$ cat src/rtl/core/fws_pkg.sv
`timescale 1ns / 1ps
// shared types, codes and sector table of the flash write sequencer
package fws_pkg;

   // command codes of a request beat
   localparam logic [1:0] CMD_SUBMIT = 2'd0;
   localparam logic [1:0] CMD_TICK   = 2'd1;
   localparam logic [1:0] CMD_INIT   = 2'd2;

   // flash operation codes
   localparam logic [1:0] OP_NONE    = 2'd0;
   localparam logic [1:0] OP_ERASE   = 2'd1;
   localparam logic [1:0] OP_PROGRAM = 2'd2;

   // job outcome codes
   localparam logic [1:0] OUTCOME_NONE = 2'd0;
   localparam logic [1:0] OUTCOME_OK   = 2'd1;
   localparam logic [1:0] OUTCOME_FAIL = 2'd2;

   localparam int ADDR_W       = 21;
   localparam int PLANE_W      = 22;
   localparam int SECTOR_COUNT = 9;

   localparam logic [PLANE_W-1:0] BOOT_BYTES = 22'h010000;

   // absolute plane boundaries, sector i spans [bound i, bound i+1)
   localparam logic [PLANE_W-1:0] SECTOR_BOUNDS [0:SECTOR_COUNT] = '{
      22'h010000, 22'h020000, 22'h040000, 22'h080000, 22'h0C0000,
      22'h100000, 22'h140000, 22'h180000, 22'h1C0000, 22'h200000
   };

   typedef enum logic [2:0] {
      PH_IDLE       = 3'd0,
      PH_START      = 3'd1,
      PH_ERASE_WAIT = 3'd2,
      PH_PAGE       = 3'd3,
      PH_PAGE_WAIT  = 3'd4,
      PH_OK         = 3'd5,
      PH_ERROR      = 3'd6,
      PH_FINISH     = 3'd7
   } phase_type;

   // sector lookup result, offsets relative to the end of the boot area
   typedef struct packed {
      logic              hit;
      logic [ADDR_W-1:0] first;
      logic [ADDR_W-1:0] last;
   } sector_type;

endpackage

$ cat src/rtl/core/fws_sector_map.sv
`timescale 1ns / 1ps
// sector lookup: maps a write offset to the enclosing erase sector
module fws_sector_map
   import fws_pkg::*;
(
   input  logic [ADDR_W-1:0] offset,
   output sector_type        sector
);

   logic [PLANE_W-1:0] plane_addr;

   assign plane_addr = {1'b0, offset} + BOOT_BYTES;

   // nine independent range compares, at most one hits
   always_comb begin
      sector = '0;
      for (int i = 0; i < SECTOR_COUNT; i++) begin
         if (plane_addr >= SECTOR_BOUNDS[i] && plane_addr < SECTOR_BOUNDS[i+1]) begin
            sector.hit   = 1'b1;
            sector.first = ADDR_W'(SECTOR_BOUNDS[i] - BOOT_BYTES);
            sector.last  = ADDR_W'(SECTOR_BOUNDS[i+1] - BOOT_BYTES - 22'd1);
         end
      end
   end

endmodule

$ cat src/rtl/core/flash_write_sequencer.sv
`timescale 1ns / 1ps
// top level of the flash write sequencer
//
// Each request beat carries a command: submit a job (offset above the boot
// area, byte length, buffer base), a flash status tick, or init. Every request
// beat gives exactly one response beat that reports the operation issued on
// that step (erase sector or program page, with its addresses), whether a
// submit was taken, the job outcome, the wrapping ok and fail counters and
// whether the sequencer is idle afterwards. The sequencer moves at most one
// phase per tick: sector check and erase, erase wait, program page, page wait,
// outcome, finish. Submits while busy and zero length submits are dropped
// with job_taken low; init clears the counters and the erased sector window
// and aborts any job without counting it. Throughput is one beat per clock
// while the response side is not stalled; an accepted request beat sits in
// the request register, and the response register loads it at the next edge,
// unless a stalled response still holds it.
// All per-beat work (sector compare, address and length update, counter
// bump) is one combinational pass between those two registers, and the
// sequencer state is written in the same edge that loads the response, so
// the next beat sees it right away.
module flash_write_sequencer
   import fws_pkg::*;
#(
   parameter int PAGE_BYTES  = 256,
   parameter int COUNT_WIDTH = 16
) (
   input  logic        clock,
   input  logic        reset,

   input  logic        req_valid,
   output logic        req_ready,
   input  logic [1:0]  req_command,
   input  logic [20:0] req_job_address,
   input  logic [15:0] req_job_length,
   input  logic [31:0] req_buffer_base,
   input  logic        req_flash_busy,
   input  logic        req_flash_error,

   output logic        rsp_valid,
   input  logic        rsp_ready,
   output logic [1:0]  rsp_op_kind,
   output logic [20:0] rsp_op_address,
   output logic [31:0] rsp_data_address,
   output logic        rsp_job_taken,
   output logic [1:0]  rsp_job_outcome,
   output logic [15:0] rsp_ok_total,
   output logic [15:0] rsp_fail_total,
   output logic        rsp_idle
);

   localparam logic [ADDR_W-1:0] PageStep   = ADDR_W'(PAGE_BYTES);
   localparam logic [31:0]       PagePtr    = 32'(PAGE_BYTES);
   localparam logic [15:0]       PageLength = 16'(PAGE_BYTES);

   // request register
   logic              in_valid_ff;
   logic [1:0]        cmd_ff;
   logic [ADDR_W-1:0] addr_ff;
   logic [15:0]       len_ff;
   logic [31:0]       base_ff;
   logic              busy_ff;
   logic              err_ff;

   // sequencer state
   phase_type              phase_ff, phase_in;
   logic [ADDR_W-1:0]      win_start_ff, win_start_in;
   logic [ADDR_W-1:0]      win_end_ff, win_end_in;
   logic [ADDR_W-1:0]      offset_ff, offset_in;
   logic [15:0]            left_ff, left_in;
   logic [31:0]            pointer_ff, pointer_in;
   logic [COUNT_WIDTH-1:0] ok_cnt_ff, ok_cnt_in;
   logic [COUNT_WIDTH-1:0] fail_cnt_ff, fail_cnt_in;

   // response register
   logic              rsp_valid_ff;
   logic [1:0]        op_kind_ff, op_kind_in;
   logic [ADDR_W-1:0] op_addr_ff, op_addr_in;
   logic [31:0]       data_addr_ff, data_addr_in;
   logic              taken_ff, taken_in;
   logic [1:0]        outcome_ff, outcome_in;
   logic [15:0]       ok_total_ff, ok_total_in;
   logic [15:0]       fail_total_ff, fail_total_in;
   logic              idle_ff, idle_in;

   logic              advance;
   logic [31:0]       ok_wide, fail_wide;
   sector_type        sector;

   // a beat leaves the request register when the response slot is free
   assign advance   = in_valid_ff && (!rsp_valid_ff || rsp_ready);
   assign req_ready = !in_valid_ff || advance;

   fws_sector_map u_sector_map (
      .offset (offset_ff),
      .sector (sector)
   );

   // request register
   always_ff @(posedge clock) begin
      if (reset) begin
         in_valid_ff <= 1'b0;
      end else if (req_ready) begin
         in_valid_ff <= req_valid;
      end
      if (req_valid && req_ready) begin
         cmd_ff  <= req_command;
         addr_ff <= req_job_address;
         len_ff  <= req_job_length;
         base_ff <= req_buffer_base;
         busy_ff <= req_flash_busy;
         err_ff  <= req_flash_error;
      end
   end

   // sequencer state, written when a beat moves to the response register
   always_ff @(posedge clock) begin
      if (reset) begin
         phase_ff     <= PH_IDLE;
         win_start_ff <= '1;
         win_end_ff   <= '1;
         offset_ff    <= '0;
         left_ff      <= '0;
         pointer_ff   <= '0;
         ok_cnt_ff    <= '0;
         fail_cnt_ff  <= '0;
      end else if (advance) begin
         phase_ff     <= phase_in;
         win_start_ff <= win_start_in;
         win_end_ff   <= win_end_in;
         offset_ff    <= offset_in;
         left_ff      <= left_in;
         pointer_ff   <= pointer_in;
         ok_cnt_ff    <= ok_cnt_in;
         fail_cnt_ff  <= fail_cnt_in;
      end
   end

   // next phase and per-beat outputs
   always_comb begin
      phase_in     = phase_ff;
      win_start_in = win_start_ff;
      win_end_in   = win_end_ff;
      offset_in    = offset_ff;
      left_in      = left_ff;
      pointer_in   = pointer_ff;
      ok_cnt_in    = ok_cnt_ff;
      fail_cnt_in  = fail_cnt_ff;
      op_kind_in   = OP_NONE;
      op_addr_in   = '0;
      data_addr_in = '0;
      taken_in     = 1'b0;
      outcome_in   = OUTCOME_NONE;

      unique case (cmd_ff)
         CMD_SUBMIT: begin
            // only an idle sequencer takes a job, and never an empty one
            if (phase_ff == PH_IDLE && len_ff != '0) begin
               offset_in  = addr_ff;
               left_in    = len_ff;
               pointer_in = base_ff;
               phase_in   = PH_START;
               taken_in   = 1'b1;
            end
         end
         CMD_INIT: begin
            ok_cnt_in    = '0;
            fail_cnt_in  = '0;
            win_start_in = '1;
            win_end_in   = '1;
            phase_in     = PH_IDLE;
         end
         CMD_TICK: begin
            unique case (phase_ff)
               PH_START: begin
                  // page already inside the erased window: skip the erase
                  if (offset_ff >= win_start_ff && offset_ff < win_end_ff) begin
                     phase_in = PH_PAGE;
                  end else if (!sector.hit) begin
                     // past the end of the plane
                     phase_in = PH_ERROR;
                  end else begin
                     win_start_in = sector.first;
                     win_end_in   = sector.last;
                     op_kind_in   = OP_ERASE;
                     op_addr_in   = sector.first;
                     phase_in     = err_ff ? PH_ERROR : PH_ERASE_WAIT;
                  end
               end
               PH_ERASE_WAIT: begin
                  if (!busy_ff) begin
                     phase_in = err_ff ? PH_ERROR : PH_PAGE;
                  end
               end
               PH_PAGE: begin
                  op_kind_in   = OP_PROGRAM;
                  op_addr_in   = offset_ff;
                  data_addr_in = pointer_ff;
                  phase_in     = err_ff ? PH_ERROR : PH_PAGE_WAIT;
               end
               PH_PAGE_WAIT: begin
                  if (!busy_ff) begin
                     if (err_ff) begin
                        phase_in = PH_ERROR;
                     end else begin
                        offset_in  = offset_ff + PageStep;
                        pointer_in = pointer_ff + PagePtr;
                        // remaining length saturates at zero on a short last page
                        left_in    = (left_ff >= PageLength) ? left_ff - PageLength : '0;
                        phase_in   = (left_in != '0) ? PH_START : PH_OK;
                     end
                  end
               end
               PH_OK: begin
                  ok_cnt_in  = ok_cnt_ff + 1'b1;
                  outcome_in = OUTCOME_OK;
                  phase_in   = PH_FINISH;
               end
               PH_ERROR: begin
                  fail_cnt_in = fail_cnt_ff + 1'b1;
                  outcome_in  = OUTCOME_FAIL;
                  phase_in    = PH_FINISH;
               end
               PH_FINISH: begin
                  phase_in = PH_IDLE;
               end
               PH_IDLE: begin
                  // tick while idle does nothing
                  phase_in = PH_IDLE;
               end
               default: begin
                  phase_in = phase_ff;
               end
            endcase
         end
         default: begin
            // unused command code, state unchanged
            phase_in = phase_ff;
         end
      endcase
   end

   // counters are reported as their low 16 bits, zero extended when narrower
   assign ok_wide       = 32'(ok_cnt_in);
   assign fail_wide     = 32'(fail_cnt_in);
   assign ok_total_in   = ok_wide[15:0];
   assign fail_total_in = fail_wide[15:0];
   assign idle_in       = (phase_in == PH_IDLE);

   // response register
   always_ff @(posedge clock) begin
      if (reset) begin
         rsp_valid_ff <= 1'b0;
      end else if (advance) begin
         rsp_valid_ff <= 1'b1;
      end else if (rsp_ready) begin
         rsp_valid_ff <= 1'b0;
      end
      if (advance) begin
         op_kind_ff    <= op_kind_in;
         op_addr_ff    <= op_addr_in;
         data_addr_ff  <= data_addr_in;
         taken_ff      <= taken_in;
         outcome_ff    <= outcome_in;
         ok_total_ff   <= ok_total_in;
         fail_total_ff <= fail_total_in;
         idle_ff       <= idle_in;
      end
   end

   assign rsp_valid        = rsp_valid_ff;
   assign rsp_op_kind      = op_kind_ff;
   assign rsp_op_address   = op_addr_ff;
   assign rsp_data_address = data_addr_ff;
   assign rsp_job_taken    = taken_ff;
   assign rsp_job_outcome  = outcome_ff;
   assign rsp_ok_total     = ok_total_ff;
   assign rsp_fail_total   = fail_total_ff;
   assign rsp_idle         = idle_ff;

endmodule

$ cat config.mk
export PLATFORM = sky130hd
export DESIGN_NAME = flash_write_sequencer
export DESIGN_NICKNAME = d
export VERILOG_FILES = /design/src/rtl/core/fws_pkg.sv /design/src/rtl/core/fws_sector_map.sv /design/src/rtl/core/flash_write_sequencer.sv
export SDC_FILE = /design/constraint.sdc
export NUM_CORES = 1
export LEC_CHECK = 0
export BUFFER_PORTS_ARGS = -buffer_cell sky130_fd_sc_hd__buf_2
export CORE_ASPECT_RATIO = 1.5
export CORE_MARGIN = 4
export CORE_UTILIZATION = 58
export DETAILED_ROUTE_END_ITERATION = 10
export GPL_ROUTABILITY_DRIVEN = 0
export PLACE_DENSITY = 0.8
export SLEW_MARGIN = 40
export SYNTH_ARGS = -nofsm -noshare
export SYNTH_HDL_FRONTEND = slang
export SYNTH_SLANG_ARGS = --single-unit
$ cat constraint.sdc
create_clock -name clock -period 5.35 [get_ports clock]
set_clock_uncertainty 0.05 [all_clocks]
set_input_delay 1.07 -clock clock [delete_from_list [all_inputs] [get_ports clock]]
set_output_delay 1.07 -clock clock [all_outputs]
set_load 0.1 [all_outputs]
## After elaboration in Yosys (flattened, before gate mapping)

Index checks and enable logic that the tools add are counted.

- Flip-flop bits (word level): 312
- Output and inout port bits: 93
- Input port bits: 77

- $lt $le $gt $ge: 21
- Add/subtract/negate cells: 6
- Reductions and logical operators: 30
- Eq/ne operators: 16
- Mux-type cells: 59

Operators by type and width:

| operator | count |
|---|---|
| 43-bit two-way mux | 9 |
| 21-bit two-way mux | 12 |
| 21-bit case mux with 2 select lines | 4 |
| 32-bit two-way mux | 4 |
| 16-bit two-way mux | 7 |
| 16-bit case mux with 2 select lines | 3 |
| 22-bit by 21-bit >= comparator with 1-bit output, second input constant | 4 |
| 22-bit by 21-bit < comparator with 1-bit output, second input constant | 4 |
| 32-bit case mux with 2 select lines | 1 |
| 22-bit by 20-bit >= comparator with 1-bit output, second input constant | 2 |
| 22-bit by 20-bit < comparator with 1-bit output, second input constant | 2 |
| 16-bit by 1-bit adder with 16-bit output, second input constant | 2 |
| 32-bit by 9-bit adder with 32-bit output, second input constant | 1 |
| 16-bit nonzero test | 2 |
| 3-bit two-way mux | 9 |
| 21-bit by 17-bit adder with 22-bit output, second input constant | 1 |
| 22-bit by 17-bit >= comparator with 1-bit output, second input constant | 1 |
| 22-bit by 18-bit >= comparator with 1-bit output, second input constant | 1 |
| 22-bit by 19-bit >= comparator with 1-bit output, second input constant | 1 |
| 22-bit by 18-bit < comparator with 1-bit output, second input constant | 1 |
| 22-bit by 19-bit < comparator with 1-bit output, second input constant | 1 |
| 22-bit < comparator, second input constant | 1 |
| 21-bit by 9-bit adder with 21-bit output, second input constant | 1 |
| 21-bit >= comparator | 1 |
| other kinds (25) | 57 |

## Depth between registers and ports, before layout

Gate-level depths: netlist of run 1.

- Depth after elaboration: 17
- Gate-level depth with buffers: 10

## Modules after synthesis

From an unflattened synthesis of run 1, not the netlist that was laid out.

- Cells, all modules: 1553
- Area, all modules: 15014.4 µm²

By module, submodules not included:

| module | cells an instance | instances | area an instance (µm²) |
|---|---|---|---|
| flash_write_sequencer | 1466 | 1 | 14395.1 |
| fws_sector_map | 87 | 1 | 619.3 |

## Least setup slack after synthesis of run 1

OpenSTA, ideal clock, no wires.

- Path type: input-to-reg
- From: input rsp_ready
- To: register data_addr_ff[0], in the netlist rsp_data_address[0] (enable)
- Path buffers: 2
- Data required time: 4810 ps
- Slack: 600 ps
- Arrival: 4210 ps
- Library setup time: 490 ps
- Stages on the path: 5
- Cells stage by stage: nor2b_1 -> nand2b_1 -> clkbuf_1 -> inv_1 -> buf_1

- Word-level cells in the longest chain between the ends: 2

RTL lines:

| element | RTL line | RTL |
|---|---|---|
| from (decl) | flash_write_sequencer.sv:40 | `input logic rsp_ready,` |
| 1-bit logical OR | flash_write_sequencer.sv:90 | `assign advance = in_valid_ff && (!rsp_valid_ff \|\| rsp_ready);` |
| 1-bit logical AND | flash_write_sequencer.sv:90 |  |
| via advance | flash_write_sequencer.sv:85 | `logic advance;` |
| to (signal assigned) | flash_write_sequencer.sv:261 | `data_addr_ff <= data_addr_in;` |
| to (decl) | flash_write_sequencer.sv:78 | `logic [31:0] data_addr_ff, data_addr_in;` |

The timed path passes the listed nets, and every way through them passes these cells.
A chain may end at the register's enable or synchronous reset.

## Worst setup path in the final report of run 1

- From: register win_start_ff[15]
- To: register idle_ff, in the netlist rsp_idle, data pin

- Word-level cells in the longest chain between the ends: 6

RTL lines:

| element | RTL line | RTL |
|---|---|---|
| from (decl) | flash_write_sequencer.sv:66 | `logic [ADDR_W-1:0] win_start_ff, win_start_in;` |
| from (signal assigned) | flash_write_sequencer.sv:128 | `win_start_ff <= win_start_in;` |
| 21-bit >= comparator | flash_write_sequencer.sv:176 | `if (offset_ff >= win_start_ff && offset_ff < win_end_ff) begin` |
| 1-bit logical AND | flash_write_sequencer.sv:176 |  |
| 3-bit two-way mux | flash_write_sequencer.sv:176 |  |
| 3-bit case mux with 6 select lines | flash_write_sequencer.sv:173 | `unique case (phase_ff)` |
| 3-bit case mux with 3 select lines | flash_write_sequencer.sv:154 | `unique case (cmd_ff)` |
| 3-bit logical NOT | flash_write_sequencer.sv:247 | `assign idle_in = (phase_in == PH_IDLE);` |
| via idle_in | flash_write_sequencer.sv:83 | `logic idle_ff, idle_in;` |
| to (signal assigned) | flash_write_sequencer.sv:266 | `idle_ff <= idle_in;` |
| to (decl) | flash_write_sequencer.sv:83 |  |

The timed path passes the listed nets, and every way through them passes these cells.

==> results.txt, run 1 <==
Clock Latency Late Sink: 0.53 ns
post-route setup slack: 1.92 ns
Worst R2R Path Depth: 8
row cnt: 67
syn nets: 1436
via/cell ratio: 5.88
Post-Place Setup Slack: 2.00 ns
Met2 Routed Length: 15000 µm
pin count of the biggest net entering global routing: 98
total area of sequential cells: 0.00725 mm²
cts repair resizes: 0
top sig layer: met4
Post-Syn Area per Cell: 10.0 µm²
Post-Syn Instances: 1305
Core ar.: 0.0223 mm²
Placed Area: 0.0141 mm²
CTS buffer count: 27
WS Path Type: register to register
vias in the first global route: 9684
crit path capture type: register
clock root buffer: clkbuf_16
Final nets: 1564
GRT Util Overall: 0.228
fill cell count: 1761
Cell Chain, Critical Path: inv_1 -> ha_1 -> a21o_1 -> a21o_1 -> a221o_1 -> a211oi_1 -> o21ai_0 -> a211oi_1
Hold Crit Depth: 2
CP Buf/Inv Count: 1
total power: 4.78 mW
Initial Utilization: 0.588
grt ovf: 0
setup slack, reg-to-reg: 1.92 ns
H-tree levels: 1
final WL: 29000 µm
met3 WL: 1670 µm
Synth Warn #: 0
actual slew at the worst max-slew pin: 0.806 ns
crit path DAT: 3.72 ns
status: complete, no violations
fraction of registers with async set/reset: 0
first drt pass iteration count: 5
Die Wd: 131 µm
Worst Path Required: 5.64 ns
Initial DRC Count: 755
RSZ-0062 raised after global routing: false
hold path endpoint: pointer_ff[6]$_SDFFE_PP0P_
post-route ant nets: 0
Hold Path Class: register to register
Final Instance Area: 0.0150 mm²
crit share post-route: 0.640
R2R Path Start: win_start_ff[15]$_SDFFE_PP1P_
CP max-delay cell: a211oi_1
register area share after synthesis: 0.553
clock-pin slew on the worst setup and hold paths: 0.07 ns
Setup TNS: 0 ns
Port Buf Inserts: 169
layout cells sized above 1: 0.164
r2r endpoint: rsp_idle$_DFFE_PP_
CP top delay family: compound AO/OA/AOI/OAI gates
Max VDD drop: 260 µV
MaxCap Viol Count: 0
drt drc: 0
Min-Delay Startpoint: pointer_ff[6]$_SDFFE_PP0P_
Vias: 10160
Fin. Hold Viols: 0
mapped cell area: 0.0131 mm²
# IOs: 170
diode count: 0
Peak Freq: 292 MHz
CP max stage delay: 0.68 ns
synth-to-layout area growth: 14.2%
hold_buf cts: 0
CTS tree: built
Post-synth EDFFs: 164
Final Core Density: 0.671
Seq cells post-synth: 280
ys flop type: edfxtp_1
# Post-CTS Setup Buffers: 0
power per cell area: 320 mW/mm²
DR WL/cell: 16.7 µm
crit path launch type: register
# clock sinks: 280
slew margin rel.: 0.462
P_leak: 5.65 nW
post-layout min period: 3.43 ns
critical path fanouts, max: 17
Yosys cell types: 66
met1 wire length: 11600 µm
initial antenna violation count: 0
DP Wirelength: 19600 µm
CTS max path bufs: 3
final setup fails: 0
die area: 0.0251 mm²
global-route wire length before repair: 46900 µm
area of the multi-input gates: 0.00543 mm²
die extent in y: 192 µm
Slew Limit Fails: 0
==> worst min-delay path: stages (launching register included) <==
cell and delay (ns):
dfxtp_1 0.31, nand2_1 0.05, a21oi_1 0.05
==> sequential cells by signal, indices dropped and copies added (netlist names), 2 cells and up <==
name	cells
addr_ff	21
base_ff	32
cmd_ff	2
fail_cnt_ff	16
left_ff	16
len_ff	16
offset_ff	21
ok_cnt_ff	16
phase_ff	3
pointer_ff	32
rsp_data_address	32
rsp_fail_total	16
rsp_job_outcome	2
rsp_ok_total	16
rsp_op_address	21
rsp_op_kind	2
win_end_ff	4
win_start_ff	6
==> cell usage in the layout, fill, tap and decap left out, drive strengths merged, types with 26 or more instances in the layout <==
cell and n:
a21oi 120, and2 61, buf 177, clkbuf 34, dfxtp 116, edfxtp 164
ha 54, inv 36, nand2 158, nand3 54, nand4 26, nor2 94
o21ai 83
==> through the flow <==
stage	cells	hold WS (ns)
floorplan	1305	0.377
global placement	1680	0.384
detailed placement	1680	0.390
CTS	1729	0.400
global route	1729	0.428
finish	1729	0.394
==> area by class of cell <==
cell class / count / share of cell area
sequential: 280 / 0.484
multi-input combinational: 911 / 0.363
timing repair buffer: 177 / 0.0607
clock buffer: 34 / 0.0490
tap: 276 / 0.0231
clock inverter: 15 / 0.0110
inverter: 36 / 0.00936
==> metal layers <==
layer  global-route usage  vias up
li1                     -     5002
met1                0.288     4769
met2                0.407      339
met3               0.0292       50
met4               0.0618        0
met5                    0        -
==> synth_stat cells (all sizes together) (12+ instances only) <==
cell | count | share of area
or3 | 13 | 0.0062
xnor2 | 16 | 0.011
a21o | 12 | 0.0069
nand3 | 54 | 0.021
nand4 | 26 | 0.012
and2 | 61 | 0.029
inv | 35 | 0.010
nor2 | 94 | 0.027
clkbuf | 70 | 0.020
nand2 | 158 | 0.045
and3 | 13 | 0.0062
ha | 54 | 0.052
a21oi | 120 | 0.046
nor4 | 17 | 0.0081
o21ai | 83 | 0.032
nor3 | 23 | 0.0088
edfxtp | 164 | 0.38
dfxtp | 116 | 0.18
a211oi | 23 | 0.013
nor2b | 12 | 0.0057
==> power by group <==
part           switching (mW)  total, mW  internal (mW)  leakage, nW
Clock                   0.797       1.92           1.12        0.434
Sequential             0.0443       2.40           2.36         2.52
Combinational           0.365      0.468          0.103         2.69
Total                    1.21       4.78           3.58         5.65
==> cells by family (layout without fill, tap and decap cells) <==
group | count (synthesis) | count (layout) | synth area share
AND/OR/NAND/NOR | 509 | 509 | 0.193
AO/OA/AOI/OAI | 311 | 311 | 0.143
flip-flops | 280 | 280 | 0.553
buffers and inverters | 114 | 262 | 0.0341
adder cells (fa/ha/maj) | 54 | 54 | 0.0515
XOR/XNOR | 27 | 27 | 0.0180
multiplexers | 10 | 10 | 0.00764
==> how the worst max path moves through the flow <==
| stage | from | end | slack, ns | cells past startpoint |
|---|---|---|---|---|
| final | win_start_ff[15]$_SDFFE_PP1P_ | rsp_idle$_DFFE_PP_ | 1.92 | 8 |
| after global routing | win_start_ff[15]$_SDFFE_PP1P_ | rsp_idle$_DFFE_PP_ | 1.67 | 8 |
| after CTS | win_start_ff[15]$_SDFFE_PP1P_ | rsp_idle$_DFFE_PP_ | 1.96 | 8 |
| after detailed placement | win_start_ff[15]$_SDFFE_PP1P_ | rsp_idle$_DFFE_PP_ | 2.00 | 8 |
| after floorplan | rsp_ready | rsp_data_address[0]$_SDFFCE_PN0P_ | 0.60 | 5 |
| after global placement | rsp_ready | pointer_ff[13]$_SDFFE_PP0P_ | 1.86 | 7 |
(Power assumes the default switching activity.)
==> run 2: changes to the inputs <==
==> constraint.sdc (replaced) <==
create_clock -name clock -period 3.5 [get_ports clock]
set_clock_uncertainty 0.05 [all_clocks]
set_input_delay 0.7 -clock clock [delete_from_list [all_inputs] [get_ports clock]]
set_output_delay 0.7 -clock clock [all_outputs]
set_load 0.1 [all_outputs]
==> run 2 against run 1 <==
Compared with the run above:
- non-clock buffer count up 9
- final cell count grew 0.75%
- design area up 0.48%
- routed wire length up 1.4%
- largest cell class unchanged
- sequential power grew 53%
- maximum frequency is 8.6% higher
- largest power group unchanged
- clock power rose by 50%
- critical endpoint unchanged
- critical path depth stayed put
- sequential share of layout area fell by 0.23 points
==> results.txt, run 2 (synthesized netlist as in run 1, its figures left out) <==
status: complete, no violations (unchanged)
Initial Utilization: 0.588 (unchanged)
internal power: 5.45 mW (was 3.58 mW)
WS Path Type: register to register (unchanged)
Hold Path Class: primary input to register (was register to register)
die extent in y: 192 µm (unchanged)
area of the multi-input gates: 0.00542 mm² (was 0.00543 mm²)
Final nets: 1574 (was 1564)
combinational share of power: 0.100 (was 0.098)
# clock sinks: 280 (unchanged)
actual slew at the worst max-slew pin: 0.777 ns (was 0.806 ns)
post-layout min period: 3.15 ns (was 3.43 ns)
CTS buffer count: 28 (was 27)
drt drc: 0 (unchanged)
MaxCap Viol Count: 0 (unchanged)
final setup fails: 0 (unchanged)
Vias: 10209 (was 10160)
clock-pin slew on the worst setup and hold paths: 0.06 ns (was 0.07 ns)
post-route ant nets: 0 (unchanged)
hold_buf cts: 0 (unchanged)
row cnt: 67 (unchanged)
final WL: 29400 µm (was 29000 µm)
Final Instance Area: 0.0150 mm² (about the same)
Clock power frac: 0.396 (was 0.400)
most frequent cells in the layout: buf_2, edfxtp_1, nand2_1 (unchanged)
crit share post-route: 0.901 (was 0.640)
die area: 0.0251 mm² (unchanged)
global-route wire length before repair: 47200 µm (was 46900 µm)
Max VDD drop: 392 µV (was 260 µV)
Worst Path Required: 3.81 ns (was 5.64 ns)
Peak Freq: 317 MHz (was 292 MHz)
crit path launch type: register (unchanged)
DP Wirelength: 20200 µm (was 19600 µm)
# Post-CTS Setup Buffers: 0 (unchanged)
clock root buffer: clkbuf_16 (unchanged)
CTS tree: built (unchanged)
Initial DRC Count: 566 (was 755)
critical path fanouts, max: 17 (unchanged)
# IOs: 170 (unchanged)
switching power: 1.83 mW (was 1.21 mW)
layout cells sized above 1: 0.168 (was 0.164)
Core ar.: 0.0223 mm² (unchanged)
Fin. Hold Viols: 0 (unchanged)
Placed Area: 0.0141 mm² (about the same)
initial antenna violation count: 1 (was 0)
pin count of the biggest net entering global routing: 71 (was 98)
slew margin rel.: 0.477 (was 0.462)
grt ovf: 0 (unchanged)
power per cell area: 484 mW/mm² (was 320 mW/mm²)
synth-to-layout area growth: 14.7% (was 14.2%)
GRT Util Overall: 0.231 (was 0.228)
P_leak: 5.69 nW (was 5.65 nW)
DR WL/cell: 16.9 µm (was 16.7 µm)
crit path DAT: 3.47 ns (was 3.72 ns)
via/cell ratio: 5.86 (was 5.88)
total area of sequential cells: 0.00725 mm² (unchanged)
Setup TNS: 0 ns (unchanged)
RSZ-0062 raised after global routing: false (unchanged)
first drt pass iteration count: 5 (unchanged)
switching share of power: 0.251 (was 0.252)
Die Wd: 131 µm (unchanged)
H-tree levels: 1 (unchanged)
CTS max path bufs: 3 (unchanged)
commonest non-fill, non-tap cell in the layout: buf_2 (unchanged)
Slew Limit Fails: 0 (unchanged)
setup slack, reg-to-reg: 0.35 ns (was 1.92 ns)
Clock Latency Late Sink: 0.53 ns (about the same)
Port Buf Inserts: 169 (unchanged)
crit path capture type: register (unchanged)
vias in the first global route: 9832 (was 9684)
cts repair resizes: 0 (unchanged)
fill cell count: 1741 (was 1761)
Seq pwr share: 0.504 (was 0.502)
-- run 2: stage by stage --
step	hold slack [ns]	setup slack [ns]	util	instances	total power, mW
final	0.290	0.347	0.674	1742	7.27
after global routing	0.272	0.161	0.674	1742	7.54
after CTS	0.268	0.381	0.674	1741	7.33
after detailed placement	0.390	0.404	0.634	1689	4.46
after global placement	0.384	0.499	0.634	1689	4.45
after floorplan	0.377	0.156	-	1305	4.28
-- run 2: worst paths after layout --
check,from,to,cells past startpoint
max reg2reg,win_start_ff[15]$_SDFFE_PP1P_,rsp_idle$_DFFE_PP_,8
max,win_start_ff[15]$_SDFFE_PP1P_,rsp_idle$_DFFE_PP_,8
min reg2reg,pointer_ff[4]$_SDFFE_PP0P_,pointer_ff[4]$_SDFFE_PP0P_,2
min,req_buffer_base[10],base_ff[10]$_DFFE_PP_,1
-- run 2: layout make-up --
| class | count | area share |
|---|---|---|
| multi-input cells | 911 | 0.361 |
| clock inverters | 16 | 0.00882 |
| clock buffers | 36 | 0.0507 |
| diodes | 1 | 0.000166 |
| inverters | 36 | 0.00915 |
| flip-flops and latches | 280 | 0.482 |
| repair buffers | 186 | 0.0657 |
| well taps | 276 | 0.0230 |
-- run 2: per-layer routing --
metal | share of wire | routed length (µm) | GRT usage | vias up
met5 | 0 | 0 | 0 | -
met4 | 0.033 | 966 | 0.0855 | 0
met3 | 0.057 | 1660 | 0.0262 | 70
met2 | 0.51 | 15100 | 0.419 | 328
met1 | 0.40 | 11600 | 0.278 | 4782
li1 | - | - | - | 5029
-- run 2: power by group through the flow --
stage                     clock (mW)  sequential (mW)  combinational [mW]
after floorplan                    0             4.01               0.274
after global routing            3.08             3.68               0.778
after detailed placement           0             3.74               0.727
after global placement             0             3.73               0.716
after CTS                       2.93             3.67               0.728
final                           2.88             3.67               0.727
-- run 2: critical path, stage by stage (launching register included) --
cell and delay (ns):
dfxtp_1 0.31, inv_1 0.42, ha_1 0.35, a21o_1 0.19, a21o_1 0.17, a221o_1 0.31, a211oi_1 0.56, o21ai_0 0.35
a211oi_1 0.27
==> run 3: changes to the inputs <==
--- a/config.mk
+++ b/config.mk
@@ -8,10 +8,10 @@
 export BUFFER_PORTS_ARGS = -buffer_cell sky130_fd_sc_hd__buf_2
 export CORE_ASPECT_RATIO = 1.5
 export CORE_MARGIN = 4
-export CORE_UTILIZATION = 58
+export CORE_UTILIZATION = 63
 export DETAILED_ROUTE_END_ITERATION = 10
 export GPL_ROUTABILITY_DRIVEN = 0
-export PLACE_DENSITY = 0.8
+export PLACE_DENSITY = 0.86
 export SLEW_MARGIN = 40
 export SYNTH_ARGS = -nofsm -noshare
 export SYNTH_HDL_FRONTEND = slang
==> constraint.sdc (replaced) <==
create_clock -name clock -period 3.9 [get_ports clock]
set_clock_uncertainty 0.05 [all_clocks]
set_input_delay 0.78 -clock clock [delete_from_list [all_inputs] [get_ports clock]]
set_output_delay 0.78 -clock clock [all_outputs]
set_load 0.1 [all_outputs]
==> run 3 against run 2 <==
Compared with the run above:
- die area shrank 7.5%
- register-to-register slack improved by 0.42 ns
- sequential cell count is the same
- global-route usage increased by 1.8 points
- via count increased by 2.1%
- first-iteration DRC count grew 81%
- power shrank 12%
- critical path depth stayed put
- worst setup slack improved by 0.42 ns
- core utilization rose by 5.7 points
- largest power group unchanged
==> results.txt, run 3 (synthesized netlist as in run 1, its figures left out) <==
DR WL/cell: 17.2 µm (was 16.9 µm)
Initial DRC Count: 1026 (was 566)
Min-Delay Startpoint: req_buffer_base[22] (was req_buffer_base[10])
CP max stage delay: 0.57 ns (was 0.56 ns)
final WL: 29700 µm (was 29400 µm)
synth-to-layout area growth: 14.0% (was 14.7%)
Post-Place Setup Slack: 0.811 ns (was 0.404 ns)
clock root buffer: clkbuf_16 (unchanged)
Final nets: 1569 (was 1574)
crit path launch type: register (unchanged)
Met2 Routed Length: 15600 µm (was 15100 µm)
layout cells sized above 1: 0.163 (was 0.168)
Fin. Hold Viols: 0 (unchanged)
Worst R2R Path Depth: 8 (unchanged)
most frequent cells in the layout: buf_2, edfxtp_1, nand2_1 (unchanged)
Cell Chain, Critical Path: inv_1 -> ha_1 -> a21o_1 -> a21o_1 -> a221o_1 -> a211oi_1 -> o21ai_0 -> a211oi_1 (unchanged)
grt ovf: 0 (unchanged)
hold_buf cts: 0 (unchanged)
Port Buf Inserts: 169 (unchanged)
CTS buffer count: 25 (was 28)
Hold Path Class: primary input to register (unchanged)
# Post-CTS Setup Buffers: 0 (unchanged)
met1 wire length: 11100 µm (was 11600 µm)
Initial Utilization: 0.642 (was 0.588)
switching power: 1.60 mW (was 1.83 mW)
H-tree levels: 1 (unchanged)
Setup TNS: 0 ns (unchanged)
global-route wire length before repair: 48200 µm (was 47200 µm)
switching share of power: 0.251 (about the same)
final setup fails: 0 (unchanged)
area of the multi-input gates: 0.00543 mm² (was 0.00542 mm²)
P_leak: 5.65 nW (was 5.69 nW)
post-route ant nets: 0 (unchanged)
combinational share of power: 0.103 (was 0.100)
clock-pin slew on the worst setup and hold paths: 0.06 ns (about the same)
pin count of the biggest net entering global routing: 77 (was 71)
Worst Path Required: 4.21 ns (was 3.81 ns)
status: complete, no violations (unchanged)
Final Hold Slack: 0.368 ns (was 0.290 ns)
crit share post-route: 0.802 (was 0.901)
cts repair resizes: 0 (unchanged)
total area of sequential cells: 0.00725 mm² (unchanged)
DP Wirelength: 19900 µm (was 20200 µm)
vias in the first global route: 10236 (was 9832)
Crit. Startpoint: win_start_ff[15]$_SDFFE_PP1P_ (unchanged)
crit path capture type: register (unchanged)
die area: 0.0232 mm² (was 0.0251 mm²)
Clock Latency Late Sink: 0.53 ns (about the same)
top sig layer: met4 (unchanged)
Clock power frac: 0.381 (was 0.396)
WS Path Type: register to register (unchanged)
power per cell area: 427 mW/mm² (was 484 mW/mm²)
actual slew at the worst max-slew pin: 0.800 ns (was 0.777 ns)
Die Wd: 126 µm (was 131 µm)
Final Core Density: 0.732 (was 0.674)
slew margin rel.: 0.461 (was 0.477)
initial antenna violation count: 2 (was 1)
Core ar.: 0.0204 mm² (was 0.0223 mm²)
RSZ-0062 raised after global routing: false (unchanged)
post-layout min period: 3.13 ns (was 3.15 ns)
drt drc: 0 (unchanged)
internal power: 4.78 mW (was 5.45 mW)
crit path DAT: 3.44 ns (was 3.47 ns)
CTS tree: built (unchanged)
Peak Freq: 320 MHz (was 317 MHz)
die extent in y: 185 µm (was 192 µm)
# clock sinks: 280 (unchanged)
Max VDD drop: 437 µV (was 392 µV)
critical path fanouts, max: 17 (unchanged)
Final Instance Area: 0.0149 mm² (was 0.0150 mm²)
post-route setup slack: 0.770 ns (was 0.347 ns)
met3 WL: 1910 µm (was 1660 µm)
GRT Util Overall: 0.249 (was 0.231)
CTS max path bufs: 3 (unchanged)
MaxCap Viol Count: 0 (unchanged)
Placed Area: 0.0141 mm² (about the same)
first drt pass iteration count: 6 (was 5)
Vias: 10419 (was 10209)
row cnt: 64 (was 67)
# IOs: 170 (unchanged)
R2R Path Start: win_start_ff[15]$_SDFFE_PP1P_ (unchanged)
via/cell ratio: 6.05 (was 5.86)
commonest non-fill, non-tap cell in the layout: buf_2 (unchanged)
Seq pwr share: 0.516 (was 0.504)
fill cell count: 1470 (was 1741)
Hold Crit Depth: 1 (unchanged)
CP max-delay cell: a211oi_1 (unchanged)
Slew Limit Fails: 0 (unchanged)
run 3: power by group through the flow:
stage	Clock, mW	Combinational [mW]	Sequential, mW
floorplan	0	0.246	3.60
global placement	0	0.639	3.35
detailed placement	0	0.650	3.36
CTS	2.46	0.654	3.29
global route	2.59	0.697	3.30
finish	2.43	0.655	3.29
run 3: final cells by class:
type,instances,area share
Timing Repair Buffer,184,0.0662
Inverter,36,0.00921
Clock buffer,33,0.0445
Clock inverter,13,0.00921
Tap cell,264,0.0221
Antenna cell,2,0.000335
Sequential cell,280,0.485
Multi-Input combinational cell,911,0.363
run 3: path summary, 6_finish.rpt:
| path | slack, ns | end |
|---|---|---|
| worst max-delay path | 0.77 | rsp_idle$_DFFE_PP_ |
| worst min-delay path | 0.37 | base_ff[22]$_DFFE_PP_ |
| worst max register to register | 0.77 | rsp_idle$_DFFE_PP_ |
| worst min register to register | 0.40 | pointer_ff[0]$_SDFFE_PP0P_ |
run 3: layer usage:
layer | GRT usage | vias up
met4 | 0.110 | 0
met2 | 0.462 | 449
li1 | - | 5025
met1 | 0.287 | 4854
met3 | 0.0319 | 91
met5 | 0 | -
run 3: critical path, delay by kind of cell, from the launching register on:
kind / cells / cell delay, ns
DFF: 1 / 0.31
adders and majority gates: 1 / 0.35
AOI/OAI and AO/OA: 6 / 1.85
buffers and inverters: 1 / 0.40
run 3: metrics by stage:
step / power (mW) / std cells
floorplan: 3.84 / 1305
global placement: 3.99 / 1675
detailed placement: 4.01 / 1675
CTS: 6.41 / 1721
global route: 6.59 / 1723
finish: 6.38 / 1723
